==> config.mk <==
export PLATFORM = sky130hd
export DESIGN_NAME = fsk_uart_frame_transmitter_flat
export DESIGN_NICKNAME = d
export VERILOG_FILES = /design/src/rtl/fskut_pkg.sv /design/src/rtl/fskut_if.sv /design/src/rtl/fskut_ram.sv /design/src/rtl/fskut_frame_queue.sv /design/src/rtl/fsk_uart_frame_transmitter.sv /design/src/flat_wrapper.sv
export SDC_FILE = /design/constraint.sdc
export NUM_CORES = 1
export LEC_CHECK = 0
export ABC_AREA = 1
export BUFFER_PORTS_ARGS = -buffer_cell sky130_fd_sc_hd__buf_2
export CAP_MARGIN = 20
export CORE_ASPECT_RATIO = 1.25
export CORE_MARGIN = 2
export CORE_UTILIZATION = 40
export CTS_BUF_LIST = sky130_fd_sc_hd__clkbuf_4
export DETAILED_ROUTE_END_ITERATION = 12
export GPL_TIMING_DRIVEN = 0
export HOLD_SLACK_MARGIN = 0.02
export PLACE_DENSITY = 0.66
export SYNTH_ARGS = -nofsm -noshare
export SYNTH_HDL_FRONTEND = slang
export SYNTH_HIERARCHICAL = 1
export SYNTH_SLANG_ARGS = --single-unit
==> constraint.sdc <==
create_clock -name clock -period 4.6 [get_ports clock]
set_clock_uncertainty 0.1 [all_clocks]
set_input_delay 0 -clock clock [delete_from_list [all_inputs] [get_ports clock]]
set_output_delay 0 -clock clock [all_outputs]
set_load 0.02 [all_outputs]
==> src/rtl/fskut_pkg.sv <==
// fskut_pkg: shared types, constants and frame bit helper for the fsk uart transmitter
// no dependencies; used by the interfaces, the frame queue and the top level
package fskut_pkg;

   // frame layout: start, eight data bits lsb first, even parity, stop
   localparam int FRAME_BITS = 11;
   localparam int BIT_IDX_W  = 4;
   localparam logic [BIT_IDX_W-1:0] BIT_IDX_LAST = BIT_IDX_W'(FRAME_BITS - 1);

   // payload widths
   localparam int BYTE_W      = 8;
   localparam int PERIOD_W    = 16;
   localparam int CSR_INDEX_W = 8;

   // function codes of the request channel
   localparam logic FUNC_ENQUEUE = 1'b0;
   localparam logic FUNC_TICK    = 1'b1;

   // configuration register indexes
   localparam logic [CSR_INDEX_W-1:0] REG_MARK_PERIOD  = CSR_INDEX_W'(0);
   localparam logic [CSR_INDEX_W-1:0] REG_SPACE_PERIOD = CSR_INDEX_W'(1);

   // register reset values
   localparam logic [PERIOD_W-1:0] MARK_PERIOD_RESET  = PERIOD_W'(177);
   localparam logic [PERIOD_W-1:0] SPACE_PERIOD_RESET = PERIOD_W'(88);

   // commands from the top level into the frame queue
   typedef struct packed {
      logic              push;
      logic              pop;
      logic [BYTE_W-1:0] data;
   } fq_cmd_type;

   // status of the frame queue head
   typedef struct packed {
      logic nonempty;
      logic line_bit;
   } fq_status_type;

   // bit at a given position of the frame built from one byte
   function automatic logic frame_bit(input logic [BYTE_W-1:0] data,
                                      input logic [BIT_IDX_W-1:0] idx);
      logic         bit_val;
      logic [3:0]   data_sel;
      data_sel = idx - 4'd1;
      case (idx) inside
         4'd0:         bit_val = 1'b0;
         [4'd1:4'd8]:  bit_val = data[data_sel[2:0]];
         4'd9:         bit_val = ^data;
         default:      bit_val = 1'b1;
      endcase
      return bit_val;
   endfunction

endpackage

==> src/rtl/fskut_if.sv <==
// fskut channel interfaces: request, response and register write channels
// depends on fskut_pkg for payload widths
interface fskut_req_if;
   logic                         valid;
   logic                         ready;
   logic                         func;
   logic [fskut_pkg::BYTE_W-1:0] data_byte;

   modport source (output valid, func, data_byte, input ready);
   modport sink   (input valid, func, data_byte, output ready);
endinterface

interface fskut_rsp_if #(parameter int COUNT_W = 9);
   logic                           valid;
   logic                           ready;
   logic                           is_tick;
   logic                           line_bit;
   logic [fskut_pkg::PERIOD_W-1:0] tone_period;
   logic                           accepted;
   logic [COUNT_W-1:0]             pending_bits;

   modport source (output valid, is_tick, line_bit, tone_period, accepted, pending_bits,
                   input ready);
   modport sink   (input valid, is_tick, line_bit, tone_period, accepted, pending_bits,
                   output ready);
endinterface

interface fskut_csr_if;
   logic                              valid;
   logic                              ready;
   logic [fskut_pkg::CSR_INDEX_W-1:0] index;
   logic [fskut_pkg::PERIOD_W-1:0]    data;

   modport source (output valid, index, data, input ready);
   modport sink   (input valid, index, data, output ready);
endinterface

==> src/rtl/fskut_ram.sv <==
// fskut_ram: generic single write port ram with registered read
// no dependencies
module fskut_ram #(
   parameter int WIDTH = 8,
   parameter int DEPTH = 32
) (
   input  logic                     clock,
   input  logic                     wr_en,
   input  logic [$clog2(DEPTH)-1:0] wr_addr,
   input  logic [WIDTH-1:0]         wr_data,
   input  logic                     rd_en,
   input  logic [$clog2(DEPTH)-1:0] rd_addr,
   output logic [WIDTH-1:0]         rd_data
);

   logic [WIDTH-1:0] mem [DEPTH];
   logic [WIDTH-1:0] rd_data_ff;

   // write port
   always_ff @(posedge clock) begin
      if (wr_en) begin
         mem[wr_addr] <= wr_data;
      end
   end

   // registered read port
   always_ff @(posedge clock) begin
      if (rd_en) begin
         rd_data_ff <= mem[rd_addr];
      end
   end

   assign rd_data = rd_data_ff;

endmodule

==> src/rtl/fskut_frame_queue.sv <==
// fskut_frame_queue: queue of framed bytes popped one line bit at a time
// depends on fskut_pkg and fskut_ram; head and next frames sit in registers, the rest in ram
module fskut_frame_queue #(
   parameter int RING_BITS = 256
) (
   input  logic                     clock,
   input  logic                     reset,
   input  fskut_pkg::fq_cmd_type    cmd,
   output fskut_pkg::fq_status_type status
);
   import fskut_pkg::*;

   // a full bit budget holds one partial frame plus whole frames
   localparam int FRAMES_MAX = RING_BITS / FRAME_BITS + 2;
   localparam int AW         = $clog2(FRAMES_MAX);
   localparam int Q_DEPTH    = 1 << AW;

   logic [BYTE_W-1:0]    head_ff, head_in;
   logic                 head_vld_ff, head_vld_in;
   logic [BYTE_W-1:0]    next_ff, next_in;
   logic                 next_vld_ff, next_vld_in;
   logic                 fly_ff, fly_in;
   logic [BIT_IDX_W-1:0] bit_idx_ff, bit_idx_in;
   logic [AW-1:0]        wptr_ff, wptr_in;
   logic [AW-1:0]        rptr_ff, rptr_in;
   logic [AW:0]          ram_cnt_ff, ram_cnt_in;

   logic                 wr_en;
   logic                 rd_en;
   logic [BYTE_W-1:0]    rd_data;

   fskut_ram #(
      .WIDTH (BYTE_W),
      .DEPTH (Q_DEPTH)
   ) u_ram (
      .clock   (clock),
      .wr_en   (wr_en),
      .wr_addr (wptr_ff),
      .wr_data (cmd.data),
      .rd_en   (rd_en),
      .rd_addr (rptr_ff),
      .rd_data (rd_data)
   );

   // head status: current line bit of the oldest frame
   assign status.nonempty = head_vld_ff;
   assign status.line_bit = frame_bit(head_ff, bit_idx_ff);

   // next state of the queue
   always_comb begin
      head_in     = head_ff;
      head_vld_in = head_vld_ff;
      next_in     = next_ff;
      next_vld_in = next_vld_ff;
      bit_idx_in  = bit_idx_ff;
      wr_en       = 1'b0;

      // prefetch the next frame once its slot is free
      rd_en  = !next_vld_ff && !fly_ff && (ram_cnt_ff != '0);
      fly_in = rd_en;

      // prefetched frame lands in the next slot
      if (fly_ff) begin
         next_in     = rd_data;
         next_vld_in = 1'b1;
      end

      // new frame goes to the first free place in order
      if (cmd.push) begin
         if (!head_vld_ff) begin
            head_in     = cmd.data;
            head_vld_in = 1'b1;
         end else if (!next_vld_ff && !fly_ff && (ram_cnt_ff == '0)) begin
            next_in     = cmd.data;
            next_vld_in = 1'b1;
         end else begin
            wr_en = 1'b1;
         end
      end

      // pop one bit; the last bit retires the head frame
      if (cmd.pop && head_vld_ff) begin
         if (bit_idx_ff == BIT_IDX_LAST) begin
            bit_idx_in = '0;
            if (next_vld_ff) begin
               head_in     = next_ff;
               next_vld_in = 1'b0;
            end else begin
               head_vld_in = 1'b0;
            end
         end else begin
            bit_idx_in = bit_idx_ff + 1'b1;
         end
      end

      // ram pointers and fill
      wptr_in = wr_en ? wptr_ff + 1'b1 : wptr_ff;
      rptr_in = rd_en ? rptr_ff + 1'b1 : rptr_ff;
      case ({wr_en, rd_en})
         2'b10:   ram_cnt_in = ram_cnt_ff + 1'b1;
         2'b01:   ram_cnt_in = ram_cnt_ff - 1'b1;
         default: ram_cnt_in = ram_cnt_ff;
      endcase
   end

   // control registers
   always_ff @(posedge clock) begin
      if (reset) begin
         head_vld_ff <= 1'b0;
         next_vld_ff <= 1'b0;
         fly_ff      <= 1'b0;
         bit_idx_ff  <= '0;
         wptr_ff     <= '0;
         rptr_ff     <= '0;
         ram_cnt_ff  <= '0;
      end else begin
         head_vld_ff <= head_vld_in;
         next_vld_ff <= next_vld_in;
         fly_ff      <= fly_in;
         bit_idx_ff  <= bit_idx_in;
         wptr_ff     <= wptr_in;
         rptr_ff     <= rptr_in;
         ram_cnt_ff  <= ram_cnt_in;
      end
   end

   // frame payload registers
   always_ff @(posedge clock) begin
      head_ff <= head_in;
      next_ff <= next_in;
   end

endmodule

==> src/rtl/fsk_uart_frame_transmitter.sv <==
// fsk_uart_frame_transmitter: top level, input register, frame queue and result register
// depends on fskut_pkg, fskut_if, fskut_frame_queue
// a request passes through the input register and then the result register before its result is offered
// throughput: one request per cycle while the response side is ready; back pressure stalls the input register
// reset clears the queue, the bit count and both pipeline valids and loads the
// default mark and space periods; no clearing pass, the queue takes requests at once
module fsk_uart_frame_transmitter #(
   parameter int RING_BITS = 256
) (
   input  logic         clock,
   input  logic         reset,
   fskut_req_if.sink    req_ch,
   fskut_rsp_if.source  rsp_ch,
   fskut_csr_if.sink    csr_ch
);
   import fskut_pkg::*;

   localparam int CW = $clog2(RING_BITS + 1);
   localparam logic [CW-1:0] FIT_MAX    = CW'(RING_BITS - FRAME_BITS);
   localparam logic [CW-1:0] FRAME_ADD  = CW'(FRAME_BITS);

   // configuration registers
   logic [PERIOD_W-1:0] mark_ff, mark_in;
   logic [PERIOD_W-1:0] space_ff, space_in;

   // input register
   logic                in_vld_ff, in_vld_in;
   logic                in_func_ff;
   logic [BYTE_W-1:0]   in_byte_ff;

   // result register
   logic                out_vld_ff, out_vld_in;
   logic                out_tick_ff, out_tick_in;
   logic                out_line_ff, out_line_in;
   logic [PERIOD_W-1:0] out_period_ff, out_period_in;
   logic                out_acc_ff, out_acc_in;
   logic [CW-1:0]       out_count_ff;

   // bits waiting in the queue
   logic [CW-1:0]       bit_count_ff, bit_count_in;

   logic                advance;
   logic                req_xfer;
   logic                fits;
   fq_cmd_type          q_cmd;
   fq_status_type       q_status;

   fskut_frame_queue #(
      .RING_BITS (RING_BITS)
   ) u_queue (
      .clock  (clock),
      .reset  (reset),
      .cmd    (q_cmd),
      .status (q_status)
   );

   // handshakes
   assign advance      = in_vld_ff && (!out_vld_ff || rsp_ch.ready);
   assign req_ch.ready = !in_vld_ff || advance;
   assign req_xfer     = req_ch.valid && req_ch.ready;
   assign csr_ch.ready = 1'b1;

   // register writes
   always_comb begin
      mark_in  = mark_ff;
      space_in = space_ff;
      if (csr_ch.valid) begin
         case (csr_ch.index)
            REG_MARK_PERIOD:  mark_in  = csr_ch.data;
            REG_SPACE_PERIOD: space_in = csr_ch.data;
            default: ;
         endcase
      end
   end

   // per item work: enqueue a frame if it fits, or pop one line bit if the queue holds one
   assign fits = (bit_count_ff <= FIT_MAX);

   always_comb begin
      q_cmd.push    = 1'b0;
      q_cmd.pop     = 1'b0;
      q_cmd.data    = in_byte_ff;
      out_tick_in   = 1'b0;
      out_line_in   = 1'b0;
      out_period_in = '0;
      out_acc_in    = 1'b0;
      bit_count_in  = bit_count_ff;
      if (in_func_ff == FUNC_TICK) begin
         out_tick_in = 1'b1;
         if (q_status.nonempty) begin
            out_line_in  = q_status.line_bit;
            q_cmd.pop    = advance;
            bit_count_in = bit_count_ff - 1'b1;
         end else begin
            out_line_in = 1'b1;
         end
         out_period_in = out_line_in ? mark_ff : space_ff;
      end else if (fits) begin
         out_acc_in   = 1'b1;
         q_cmd.push   = advance;
         bit_count_in = bit_count_ff + FRAME_ADD;
      end
   end

   // pipeline valids
   always_comb begin
      if (req_xfer) begin
         in_vld_in = 1'b1;
      end else if (advance) begin
         in_vld_in = 1'b0;
      end else begin
         in_vld_in = in_vld_ff;
      end

      if (advance) begin
         out_vld_in = 1'b1;
      end else if (rsp_ch.ready) begin
         out_vld_in = 1'b0;
      end else begin
         out_vld_in = out_vld_ff;
      end
   end

   // control registers
   always_ff @(posedge clock) begin
      if (reset) begin
         mark_ff      <= MARK_PERIOD_RESET;
         space_ff     <= SPACE_PERIOD_RESET;
         in_vld_ff    <= 1'b0;
         out_vld_ff   <= 1'b0;
         bit_count_ff <= '0;
      end else begin
         mark_ff    <= mark_in;
         space_ff   <= space_in;
         in_vld_ff  <= in_vld_in;
         out_vld_ff <= out_vld_in;
         if (advance) begin
            bit_count_ff <= bit_count_in;
         end
      end
   end

   // input payload on request transfer
   always_ff @(posedge clock) begin
      if (req_xfer) begin
         in_func_ff <= req_ch.func;
         in_byte_ff <= req_ch.data_byte;
      end
   end

   // result payload when an item is processed
   always_ff @(posedge clock) begin
      if (advance) begin
         out_tick_ff   <= out_tick_in;
         out_line_ff   <= out_line_in;
         out_period_ff <= out_period_in;
         out_acc_ff    <= out_acc_in;
         out_count_ff  <= bit_count_in;
      end
   end

   assign rsp_ch.valid        = out_vld_ff;
   assign rsp_ch.is_tick      = out_tick_ff;
   assign rsp_ch.line_bit     = out_line_ff;
   assign rsp_ch.tone_period  = out_period_ff;
   assign rsp_ch.accepted     = out_acc_ff;
   assign rsp_ch.pending_bits = out_count_ff;

endmodule
==> src/flat_wrapper.sv <==
// flat-port wrapper written by rule: the top's interface ports become plain ports
module fsk_uart_frame_transmitter_flat import fskut_pkg::*;
#(
   parameter int RING_BITS = 256
)
  (clock, reset, req_ch_valid, req_ch_func, req_ch_data_byte, req_ch_ready, rsp_ch_valid, rsp_ch_is_tick, rsp_ch_line_bit, rsp_ch_tone_period, rsp_ch_accepted, rsp_ch_pending_bits, rsp_ch_ready, csr_ch_valid, csr_ch_index, csr_ch_data, csr_ch_ready);
  fskut_req_if req_ch_i ();
  fskut_rsp_if rsp_ch_i ();
  fskut_csr_if csr_ch_i ();
  input  logic clock;
  input  logic reset;
  input wire logic [$bits(req_ch_i.valid)-1:0] req_ch_valid;
  input wire logic [$bits(req_ch_i.func)-1:0] req_ch_func;
  input wire logic [$bits(req_ch_i.data_byte)-1:0] req_ch_data_byte;
  output wire logic [$bits(req_ch_i.ready)-1:0] req_ch_ready;
  output wire logic [$bits(rsp_ch_i.valid)-1:0] rsp_ch_valid;
  output wire logic [$bits(rsp_ch_i.is_tick)-1:0] rsp_ch_is_tick;
  output wire logic [$bits(rsp_ch_i.line_bit)-1:0] rsp_ch_line_bit;
  output wire logic [$bits(rsp_ch_i.tone_period)-1:0] rsp_ch_tone_period;
  output wire logic [$bits(rsp_ch_i.accepted)-1:0] rsp_ch_accepted;
  output wire logic [$bits(rsp_ch_i.pending_bits)-1:0] rsp_ch_pending_bits;
  input wire logic [$bits(rsp_ch_i.ready)-1:0] rsp_ch_ready;
  input wire logic [$bits(csr_ch_i.valid)-1:0] csr_ch_valid;
  input wire logic [$bits(csr_ch_i.index)-1:0] csr_ch_index;
  input wire logic [$bits(csr_ch_i.data)-1:0] csr_ch_data;
  output wire logic [$bits(csr_ch_i.ready)-1:0] csr_ch_ready;
  assign req_ch_i.valid = req_ch_valid;
  assign req_ch_i.func = req_ch_func;
  assign req_ch_i.data_byte = req_ch_data_byte;
  assign req_ch_ready = req_ch_i.ready;
  assign rsp_ch_valid = rsp_ch_i.valid;
  assign rsp_ch_is_tick = rsp_ch_i.is_tick;
  assign rsp_ch_line_bit = rsp_ch_i.line_bit;
  assign rsp_ch_tone_period = rsp_ch_i.tone_period;
  assign rsp_ch_accepted = rsp_ch_i.accepted;
  assign rsp_ch_pending_bits = rsp_ch_i.pending_bits;
  assign rsp_ch_i.ready = rsp_ch_ready;
  assign csr_ch_i.valid = csr_ch_valid;
  assign csr_ch_i.index = csr_ch_index;
  assign csr_ch_i.data = csr_ch_data;
  assign csr_ch_ready = csr_ch_i.ready;
  fsk_uart_frame_transmitter #(.RING_BITS(RING_BITS)) u_core (.clock(clock), .reset(reset), .req_ch(req_ch_i), .rsp_ch(rsp_ch_i), .csr_ch(csr_ch_i));
endmodule
==> results of run 1 <==
-- critical path, stage by stage (launching register included) --
cell and delay [ns]:
dfxtp_1 0.30, buf_2 0.17, inv_2 0.15, nand3_1 0.09, nor2_1 0.12, nor2_2 0.07, nand2_4 0.13, nand3_4 0.12
nor2_1 0.16, nand2_1 0.13, inv_1 0.12, nand2_2 0.13, inv_1 0.22, nand3_1 0.38, nor2_1 0.84
-- cell type report --
type,count,area [µm²]
Clock buffer,139,1044
Antenna cell,2,5.005
Timing Repair Buffer,164,1434
Multi-Input combinational cell,1089,5060
Sequential cell,383,10680
Inverter,104,404.1
Tap cell,552,690.7
Buffer,80,584.3
Clock inverter,26,178.9
Fill cell,3667,21040
-- placed cells by master (no fill, tap or decap), types with 2 or more instances in the layout --
| cell type | n |
|---|---|
| buf_1 | 2 |
| clkbuf_4 | 139 |
| nand2_4 | 2 |
| o21ai_1 | 29 |
| dfxtp_1 | 82 |
| xnor2_1 | 9 |
| buf_16 | 7 |
| xor2_1 | 11 |
| a21oi_1 | 68 |
| nand4_1 | 8 |
| buf_2 | 90 |
| inv_2 | 14 |
| o21ai_0 | 40 |
| clkinv_1 | 21 |
| nand2_1 | 505 |
| nor3_1 | 5 |
| o211ai_1 | 3 |
| inv_1 | 89 |
| o21ai_2 | 3 |
| nand2_2 | 4 |
| nor2_1 | 97 |
| mux2i_1 | 8 |
| edfxtp_1 | 301 |
| clkinv_2 | 2 |
| a31oi_1 | 9 |
| bufinv_16 | 3 |
| ha_1 | 14 |
| nand3_1 | 260 |
| diode_2 | 2 |
| buf_6 | 29 |
| buf_4 | 6 |
| dlygate4sd3_1 | 89 |
| clkbuf_1 | 19 |
-- worst paths after layout --
path,start,depth (start not counted),endpoint,slack (ns)
worst max-delay path,u_core/bit_count_ff[3],14,u_core/u_queue/u_ram/mem[24][3],0.97
worst min-delay path,csr_ch_valid,4,u_core/space_ff[3],0.09
worst max register to register,u_core/bit_count_ff[3],14,u_core/u_queue/u_ram/mem[24][3],0.97
worst min register to register,u_core/space_ff[14],2,u_core/space_ff[14],0.36
-- metrics by stage --
| step | utilization | cell area (µm²) | hold WS [ns] |
|---|---|---|---|
| 2_1_floorplan | - | 16730 | -0.01588 |
| 3_3_place_gp | 0.4317 | 17750 | 0.07923 |
| 3_5_place_dp | 0.4368 | 17960 | 0.07842 |
| 4_1_cts | 0.4882 | 20080 | 0.02641 |
| 5_1_grt | 0.4883 | 20080 | 0.08220 |
| 6_report | 0.4883 | 20080 | 0.08584 |
-- logic make-up after synthesis --
logic type               count (synthesis)  synth area share
AND/OR/NAND/NOR                        890            0.2267
flip-flops                             383            0.6384
buffers and inverters                  184           0.05909
AO/OA/AOI/OAI                          155           0.04862
XOR/XNOR                                20           0.01047
adder cells (fa/ha/maj)                 15           0.01167
multiplexers                             8          0.004787
other                                    1         0.0002242
-- repair_timing --
item,4_1_cts,5_1_grt
setup buffers,0,0
setup endpoints to repair,0,0
endpoints found under the hold margin,84,0
hold buffers,89,0
-- flip-flops by register name (all words and copies together) (netlist names), 4 cells and up --
register and cells:
u_core/u_queue/u_ram/mem 256, u_core/mark_ff 16, u_core/rsp_ch.tone_period 16, u_core/space_ff 16
u_core/bit_count_ff 9, u_core/rsp_ch.pending_bits 9, u_core/in_byte_ff 8, u_core/u_queue/head_ff 8
u_core/u_queue/next_ff 8, u_core/u_queue/u_ram/rd_data 8, u_core/u_queue/ram_cnt_ff 6, u_core/u_queue/rptr_ff 5
u_core/u_queue/wptr_ff 5, u_core/u_queue/bit_idx_ff 4
-- report_power, final --
part	internal [mW]	leakage (nW)	switching, mW
Sequential	3.93	3.41	0.141
Clock	1.54	0.728	1.32
Combinational	0.966	3.78	1.81
-- routing by layer --
| metal | up-vias | routed length, µm |
|---|---|---|
| met5 | - | 0 |
| met4 | 0 | 1745 |
| met3 | 104 | 3486 |
| met2 | 546 | 21880 |
| met1 | 6123 | 16710 |
| li1 | 6213 | - |
==> impl_metrics.json, run 1 <==
{
  "cts_made_buffers": 90,
  "min_path_type": "primary input to flip-flop",
  "synth_top_area_cell": "edfxtp_1",
  "rsz0062_at_grt": "no",
  "drive_gt1_frac": 0.1557,
  "die_h_um": 232.6,
  "start_util": 0.4068,
  "grtUsageMet1": 0.2217,
  "powerDensity_nw_per_um2": 483.2,
  "path_class": "flip-flop to flip-flop",
  "synth_cells": 1656,
  "layout_worst_path_cycle_share": 0.7890,
  "root_buffer": "clkbuf_4",
  "p_total_mw": 9.703,
  "ys_seq_area_frac": 0.6384,
  "synthTopCellsByArea": "edfxtp_1 54%, nand2_1 11%, dfxtp_1 9.8%, nand3_1 7.8%, nor2_1 2.2%",
  "layout_setup_ws_ns": 0.9705,
  "status": "complete, no violations",
  "drtIter0Drc": 1040,
  "wl_um": 43810,
  "tightest_slew_ns": 0.9321,
  "p_leak_nw": 7.918,
  "hpwlAfterDp_um": 28730,
  "gp_congestion": 0.9356,
  "yosys.area.top_type_share": 0.5403,
  "grtUsageMet2": 0.3554,
  "nets": 1965,
  "finalSetupTns_ns": 0,
  "grtUsageTotal": 0.1993,
  "post_drt_via_cell_ratio": 5.115,
  "synth-main-ff-cell": "edfxtp_1",
  "insertion_delay_ns": 0.74,
  "synth_cell_type_count": 43,
  "cts_resized": 0,
  "start_kind": "flip-flop",
  "setup_viol": 0,
  "cts_num_sinks": 383,
  "relSlewSlack": 0.3763,
  "place_inst": 2283,
  "num_rows": 83,
  "wl_per_cell_um": 17.26,
  "synthesis.nets": 1709,
  "preCtsSetupSlack_ns": 1.025,
  "cts_tree": "done",
  "hold_viol": 0,
  "fin_cells": 2539,
  "grt_pass1_vias": 12950,
  "grt_pass1_wl_um": 67790,
  "netlist_top_cells_count": "505 x nand2_1, 301 x edfxtp_1, 260 x nand3_1, 97 x nor2_1, 89 x inv_1",
  "syn_area_um2": 16730,
  "grt_util_met3": 0.04615,
  "end_kind": "flip-flop",
  "slew_violations": 0,
  "crit_arrival_ns": 3.88,
  "antenna_found_initial": 2,
  "avgSynthCellArea_um2": 10.10,
  "max_freq_ghz": 0.2755,
  "placement.io_buffers": 67,
  "dieArea_um2": 43480,
  "yosysMostFrequentCell": "nand2_1",
  "clk_path_buf_depth": 3,
  "maxCapViolCount": 0,
  "overflow": 0,
  "grt_max_degree": 38,
  "peakVddDrop_mv": 0.2461,
  "area_growth_pct": 20.04,
  "ys.warnings.count": 6,
  "core-area_um2": 41120,
  "io_pins": 69,
  "busiest_layer": "met2",
  "ys_seq_elements": 383,
  "die_w_um": 186.9,
  "num_vias": 12990,
  "first_pass_iters": 5,
  "drcViolationCount": 0,
  "synth_edf_count": 301,
  "antenna_left": 0,
  "cp_max_fo": 9,
  "fin_crit_ns": 3.630,
  "async_flop_share": 0,
  "cts-htree-levels": 3,
  "clkTransAtPathRegs_ns": 0.06,
  "cp_data_required_time_ns": 4.85
}
No activity file was read; power rests on OpenSTA's default activity.
==> run 2: changes to the inputs <==
--- a/config.mk
+++ b/config.mk
@@ -15,7 +15,7 @@
 export DETAILED_ROUTE_END_ITERATION = 12
 export GPL_TIMING_DRIVEN = 0
 export HOLD_SLACK_MARGIN = 0.02
-export PLACE_DENSITY = 0.66
+export PLACE_DENSITY = 0.68
 export SYNTH_ARGS = -nofsm -noshare
 export SYNTH_HDL_FRONTEND = slang
 export SYNTH_HIERARCHICAL = 1
==> constraint.sdc (replaced) <==
create_clock -name clock -period 3.16 [get_ports clock]
set_clock_uncertainty 0.1 [all_clocks]
set_input_delay 0 -clock clock [delete_from_list [all_inputs] [get_ports clock]]
set_output_delay 0 -clock clock [all_outputs]
set_load 0.02 [all_outputs]
==> run 2 against run 1 <==
Non-clock buffer count up 1. Combinational power grew 48%. Die area did not move. Setup slack worse by 0.81 ns. Sequential share of layout area is 0.82 points lower. Design area increased by 1.6%. Via count up 1.4%. Critical endpoint is now u_core/u_queue/u_ram/mem[21][2].
==> impl_metrics.json, run 2 (same netlist as run 1, synthesis figures left out) <==
{
  "placement.io_buffers": 67,
  "layout_setup_ws_ns": 0.1596,
  "power_frac_seq": 0.421,
  "power_switching_mw": 4.819,
  "wl_um": 44770,
  "power.internal_mw": 9.258,
  "antenna_found_initial": 2,
  "num_rows": 83,
  "setup_viol": 0,
  "grt_pass1_vias": 13320,
  "top_register": "u_core/u_queue/u_ram/mem",
  "start_kind": "flip-flop",
  "die_h_um": 232.6,
  "mostFrequentLayoutCells": "505 x nand2_1, 301 x edfxtp_1, 256 x nand3_1",
  "core-area_um2": 41120,
  "drtIter0Drc": 1144,
  "antenna_left": 0,
  "slew_violations": 0,
  "max_freq_ghz": 0.3333,
  "swShare": 0.3423,
  "grt_max_degree": 38,
  "crit_arrival_ns": 3.28,
  "grtUsageTotal": 0.2064,
  "end_kind": "flip-flop",
  "post_drt_via_cell_ratio": 5.173,
  "nets": 1968,
  "insertion_delay_ns": 0.77,
  "hpwlAfterDp_um": 29030,
  "first_pass_iters": 5,
  "tightest_slew_ns": 0.8654,
  "layout_worst_path_cycle_share": 0.9495,
  "grt_pass1_wl_um": 70350,
  "clk_path_buf_depth": 3,
  "drcViolationCount": 0,
  "cts-htree-levels": 3,
  "reg2reg_depth": 14,
  "path_class": "flip-flop to flip-flop",
  "hold_viol": 0,
  "p_clk_frac": 0.288,
  "cp_max_fo": 9,
  "powerDensity_nw_per_um2": 690.2,
  "cts_made_buffers": 92,
  "finalSetupTns_ns": 0,
  "rsz0062_at_grt": "yes",
  "clkTransAtPathRegs_ns": 0.08,
  "area_growth_pct": 21.92,
  "fillers": 3647,
  "start_util": 0.4068,
  "relSlewSlack": 0.4230,
  "p_total_mw": 14.08,
  "min_path_type": "primary input to flip-flop",
  "root_buffer": "clkbuf_4",
  "status": "complete, no violations",
  "num_vias": 13170,
  "overflow": 0,
  "p_leak_nw": 7.902,
  "io_pins": 69,
  "dieArea_um2": 43480,
  "die_w_um": 186.9,
  "drive_gt1_frac": 0.1788,
  "maxCapViolCount": 0,
  "cts_num_sinks": 383,
  "p_comb_frac": 0.291,
  "fin_cells": 2546,
  "fin_crit_ns": 3.000,
  "peakVddDrop_mv": 0.4006,
  "wl_per_cell_um": 17.59,
  "largest_reg_flops": 256,
  "final_common_cell": "nand2_1",
  "min_path_cells": 5,
  "preCtsSetupSlack_ns": -0.4518,
  "finalHoldWorstSlack_ns": 0.1269,
  "gp_congestion": 0.9630,
  "cp_data_required_time_ns": 3.44,
  "place_inst": 2283,
  "cts_tree": "done"
}
## run 2: layout make-up
cell class / instances / area, µm² / area share
Sequential cell: 383 / 10680 / 0.5237
Multi-Input combinational cell: 1089 / 5383 / 0.2639
Timing Repair Buffer: 165 / 1436 / 0.07043
Clock buffer: 138 / 1036 / 0.05079
Tap cell: 552 / 690.7 / 0.03386
Buffer: 80 / 586.8 / 0.02877
Inverter: 104 / 410.4 / 0.02012
Clock inverter: 32 / 163.9 / 0.008036
Antenna cell: 3 / 7.507 / 0.0003681
## run 2: worst paths after layout
check | slack, ns | end | start
setup / recovery | 0.16 | u_core/u_queue/u_ram/mem[21][2] | u_core/bit_count_ff[3]
setup reg to reg | 0.16 | u_core/u_queue/u_ram/mem[21][2] | u_core/bit_count_ff[3]
hold / removal | 0.13 | u_core/mark_ff[7] | csr_ch_index[2]
hold reg to reg | 0.36 | u_core/space_ff[0] | u_core/space_ff[0]
## run 2: through the flow
stage,utilization,area [µm²]
floorplan,-,16730
global placement,0.4317,17750
detailed placement,0.4365,17950
CTS,0.4944,20330
global route,0.4959,20390
finish,0.4960,20400
## run 2: per-layer routing
layer	track usage	wire [µm]
met1	0.2308	16700
met4	0.09028	1545
met2	0.3778	23060
met5	0	0
met3	0.04465	3466
## run 2: what timing repair did
| action | in CTS | in global routing |
|---|---|---|
| hold buffers | 87 | 0 |
| resized for setup | 74 | 11 |
| endpoints found under the hold margin | 84 | 0 |
| setup buffers | 2 | 1 |
| endpoints found under the setup margin | 258 | 270 |
| pin swaps | 1 | 6 |
## run 2: critical path, cell delays in order, from the launching register on
cell	delay (ns)
dfxtp_1	0.30
buf_2	0.18
inv_4	0.11
nand3_1	0.08
nor2_1	0.13
nor2_2	0.07
nand2_4	0.14
nand3_4	0.13
nor2_2	0.13
nand2_1	0.12
inv_2	0.10
nand2_4	0.11
clkinvlp_4	0.24
nand3_4	0.29
nor2_4	0.38
## run 2: power by group through the flow
stage / clock [mW] / sequential, mW / combinational (mW)
after floorplan: 0 / 5.99 / 2.70
after detailed placement: 0 / 6.02 / 3.90
final: 4.06 / 5.92 / 4.10
after CTS: 4.12 / 5.92 / 3.99
after global placement: 0 / 6.05 / 3.76
after global routing: 4.41 / 5.95 / 4.48
==> run 3: changes to the inputs <==
--- a/config.mk
+++ b/config.mk
@@ -6,16 +6,16 @@
 export NUM_CORES = 1
 export LEC_CHECK = 0
 export ABC_AREA = 1
-export BUFFER_PORTS_ARGS = -buffer_cell sky130_fd_sc_hd__buf_2
-export CAP_MARGIN = 20
+export CAP_MARGIN = 10
 export CORE_ASPECT_RATIO = 1.25
 export CORE_MARGIN = 2
 export CORE_UTILIZATION = 40
 export CTS_BUF_LIST = sky130_fd_sc_hd__clkbuf_4
 export DETAILED_ROUTE_END_ITERATION = 12
+export DONT_BUFFER_PORTS = 1
 export GPL_TIMING_DRIVEN = 0
 export HOLD_SLACK_MARGIN = 0.02
-export PLACE_DENSITY = 0.68
+export PLACE_DENSITY = 0.66
 export SYNTH_ARGS = -nofsm -noshare
 export SYNTH_HDL_FRONTEND = slang
 export SYNTH_HIERARCHICAL = 1
==> run 3 against run 2 <==
Maximum frequency grew 1.1%. Die area is the same. Sequential power is essentially flat. Global-route usage shrank 0.49 points. Largest cell class unchanged. Register-to-register slack gained 0.03 ns. Design area shrank 2.2%. First-iteration DRC count shrank 4.7%. Via count shrank 2.6%. Combinational power shrank 2%. Cell count shrank 3.1%. Critical path depth shrank 5. Core utilization shrank 1.1 points.
==> impl_metrics.json, run 3 (same netlist as run 1, synthesis figures left out) <==
{
  "status": "complete, no violations",
  "drcViolationCount": 0,
  "antenna_found_initial": 1,
  "hpwlAfterDp_um": 28390,
  "path_class": "flip-flop to flip-flop",
  "gp_congestion": 0.9742,
  "root_buffer": "clkbuf_4",
  "start_kind": "flip-flop",
  "wl_per_cell_um": 17.93,
  "post_drt_via_cell_ratio": 5.201,
  "area_growth_pct": 19.20,
  "num_vias": 12830,
  "cp_max_fo": 8,
  "fin_area_um2": 19940,
  "final_common_cell": "nand2_1",
  "final_util": 0.4849,
  "slew_violations": 0,
  "cts_num_sinks": 383,
  "io_pins": 69,
  "cp_data_required_time_ns": 3.41,
  "tightest_slew_ns": 0.9549,
  "cts_made_buffers": 90,
  "crit_arrival_ns": 3.22,
  "peakVddDrop_mv": 0.4158,
  "core-area_um2": 41120,
  "wl_um": 44240,
  "first_pass_iters": 6,
  "reg2reg_slack_ns": 0.19,
  "dpl_cell_area_um2": 17600,
  "die_h_um": 232.6,
  "min_path_type": "primary input to flip-flop",
  "overflow": 0,
  "maxCapViolCount": 0,
  "nets": 1894,
  "grtUsageTotal": 0.2015,
  "insertion_delay_ns": 0.77,
  "end_kind": "flip-flop",
  "grt_pass1_wl_um": 68370,
  "largest_reg_flops": 256,
  "num_rows": 83,
  "clk_path_buf_depth": 3,
  "mostFrequentLayoutCells": "504 x nand2_1, 301 x edfxtp_1, 256 x nand3_1",
  "top_register": "u_core/u_queue/u_ram/mem",
  "powerDensity_nw_per_um2": 696.8,
  "fillers": 3656,
  "finalHoldWorstSlack_ns": 0.1200,
  "layout_setup_ws_ns": 0.1931,
  "start_util": 0.4068,
  "die_w_um": 186.9,
  "cts_tree": "done",
  "drive_gt1_frac": 0.1473,
  "dieArea_um2": 43480,
  "grt_max_degree": 38,
  "setup_viol": 0,
  "antenna_left": 0,
  "p_leak_nw": 7.567,
  "max_freq_ghz": 0.3371,
  "placement.io_buffers": 0,
  "rsz0062_at_grt": "no",
  "hold_viol": 0,
  "fin_crit_ns": 2.967,
  "clkTransAtPathRegs_ns": 0.10,
  "preCtsSetupSlack_ns": -0.5260,
  "grt_pass1_vias": 12660,
  "layout_worst_path_cycle_share": 0.9389,
  "drtIter0Drc": 1090,
  "relSlewSlack": 0.3634,
  "cts-htree-levels": 3
}
==> run 3: cell types whose count changed in the layout (fill, tap and decap cells not counted), sizes merged <==
cell / change
buf: -68
clkbuf: -9
clkinvlp: +4
diode: -2
dlygate4sd3: -4
==> run 3: per-stage QoR <==
step / setup TNS, ns / total power, mW / cells
6_report: 0 / 13.89 / 2467
5_1_grt: 0 / 14.68 / 2467
4_1_cts: 0 / 13.87 / 2465
3_5_place_dp: -87.97 / 9.876 / 2215
3_3_place_gp: -72.31 / 9.771 / 2208
2_1_floorplan: 0 / 8.691 / 1656
==> run 3: area by class of cell <==
| cell class | instances | area [µm²] | area share |
|---|---|---|---|
| buffer | 80 | 586.8 | 0.02943 |
| clock buffer | 129 | 968.4 | 0.04857 |
| multi-input combinational | 1089 | 5375 | 0.2696 |
| sequential | 383 | 10680 | 0.5357 |
| inverter | 104 | 410.4 | 0.02058 |
| antenna | 1 | 2.502 | 0.0001255 |
| timing repair buffer | 93 | 1041 | 0.05221 |
| tap | 552 | 690.7 | 0.03464 |
| clock inverter | 36 | 183.9 | 0.009224 |
==> run 3: worst paths after layout <==
check | start | endpoint | cells after the start
min reg2reg | u_core/space_ff[5] | u_core/space_ff[5] | 2
min | reset | u_core/bit_count_ff[0] | 4
max | u_core/in_func_ff | u_core/u_queue/u_ram/mem[20][6] | 9
max reg2reg | u_core/in_func_ff | u_core/u_queue/u_ram/mem[20][6] | 9
==> run 3: repair_timing <==
action / 4_1_cts / 5_1_grt
endpoints found under the setup margin: 257 / 271
pin swaps: 1 / 1
gates resized for setup: 75 / 11
endpoints found under the hold margin: 110 / 0
hold buffers: 83 / 0
setup buffers: 2 / 0
==> run 3: worst max-delay path, stage by stage (launching register included) <==
cell        delay [ns]
edfxtp_1          0.54
inv_1             0.36
nand3_4           0.16
nor2_2            0.14
nand2_2           0.10
inv_2             0.09
nand2_4           0.11
clkinvlp_4        0.24
nand3_4           0.29
nor2_4            0.38
==> run 3: per-layer routing <==
metal  wire [µm]  part of all wire  vias up  global-route usage
met3        3086             0.070      101             0.03816
li1            -                 -     6084                   -
met1       17230              0.39     6059              0.2324
met2       22330              0.50      588              0.3625
met4        1597             0.036        0             0.09251
met5           0                 0        -                   0
==> run 3: power by group <==
part,internal [mW],leakage (nW),switching (mW)
Clock,1.98,0.665,1.96
Sequential,5.72,3.41,0.230
Combinational,1.41,3.50,2.61
Total,9.10,7.57,4.79
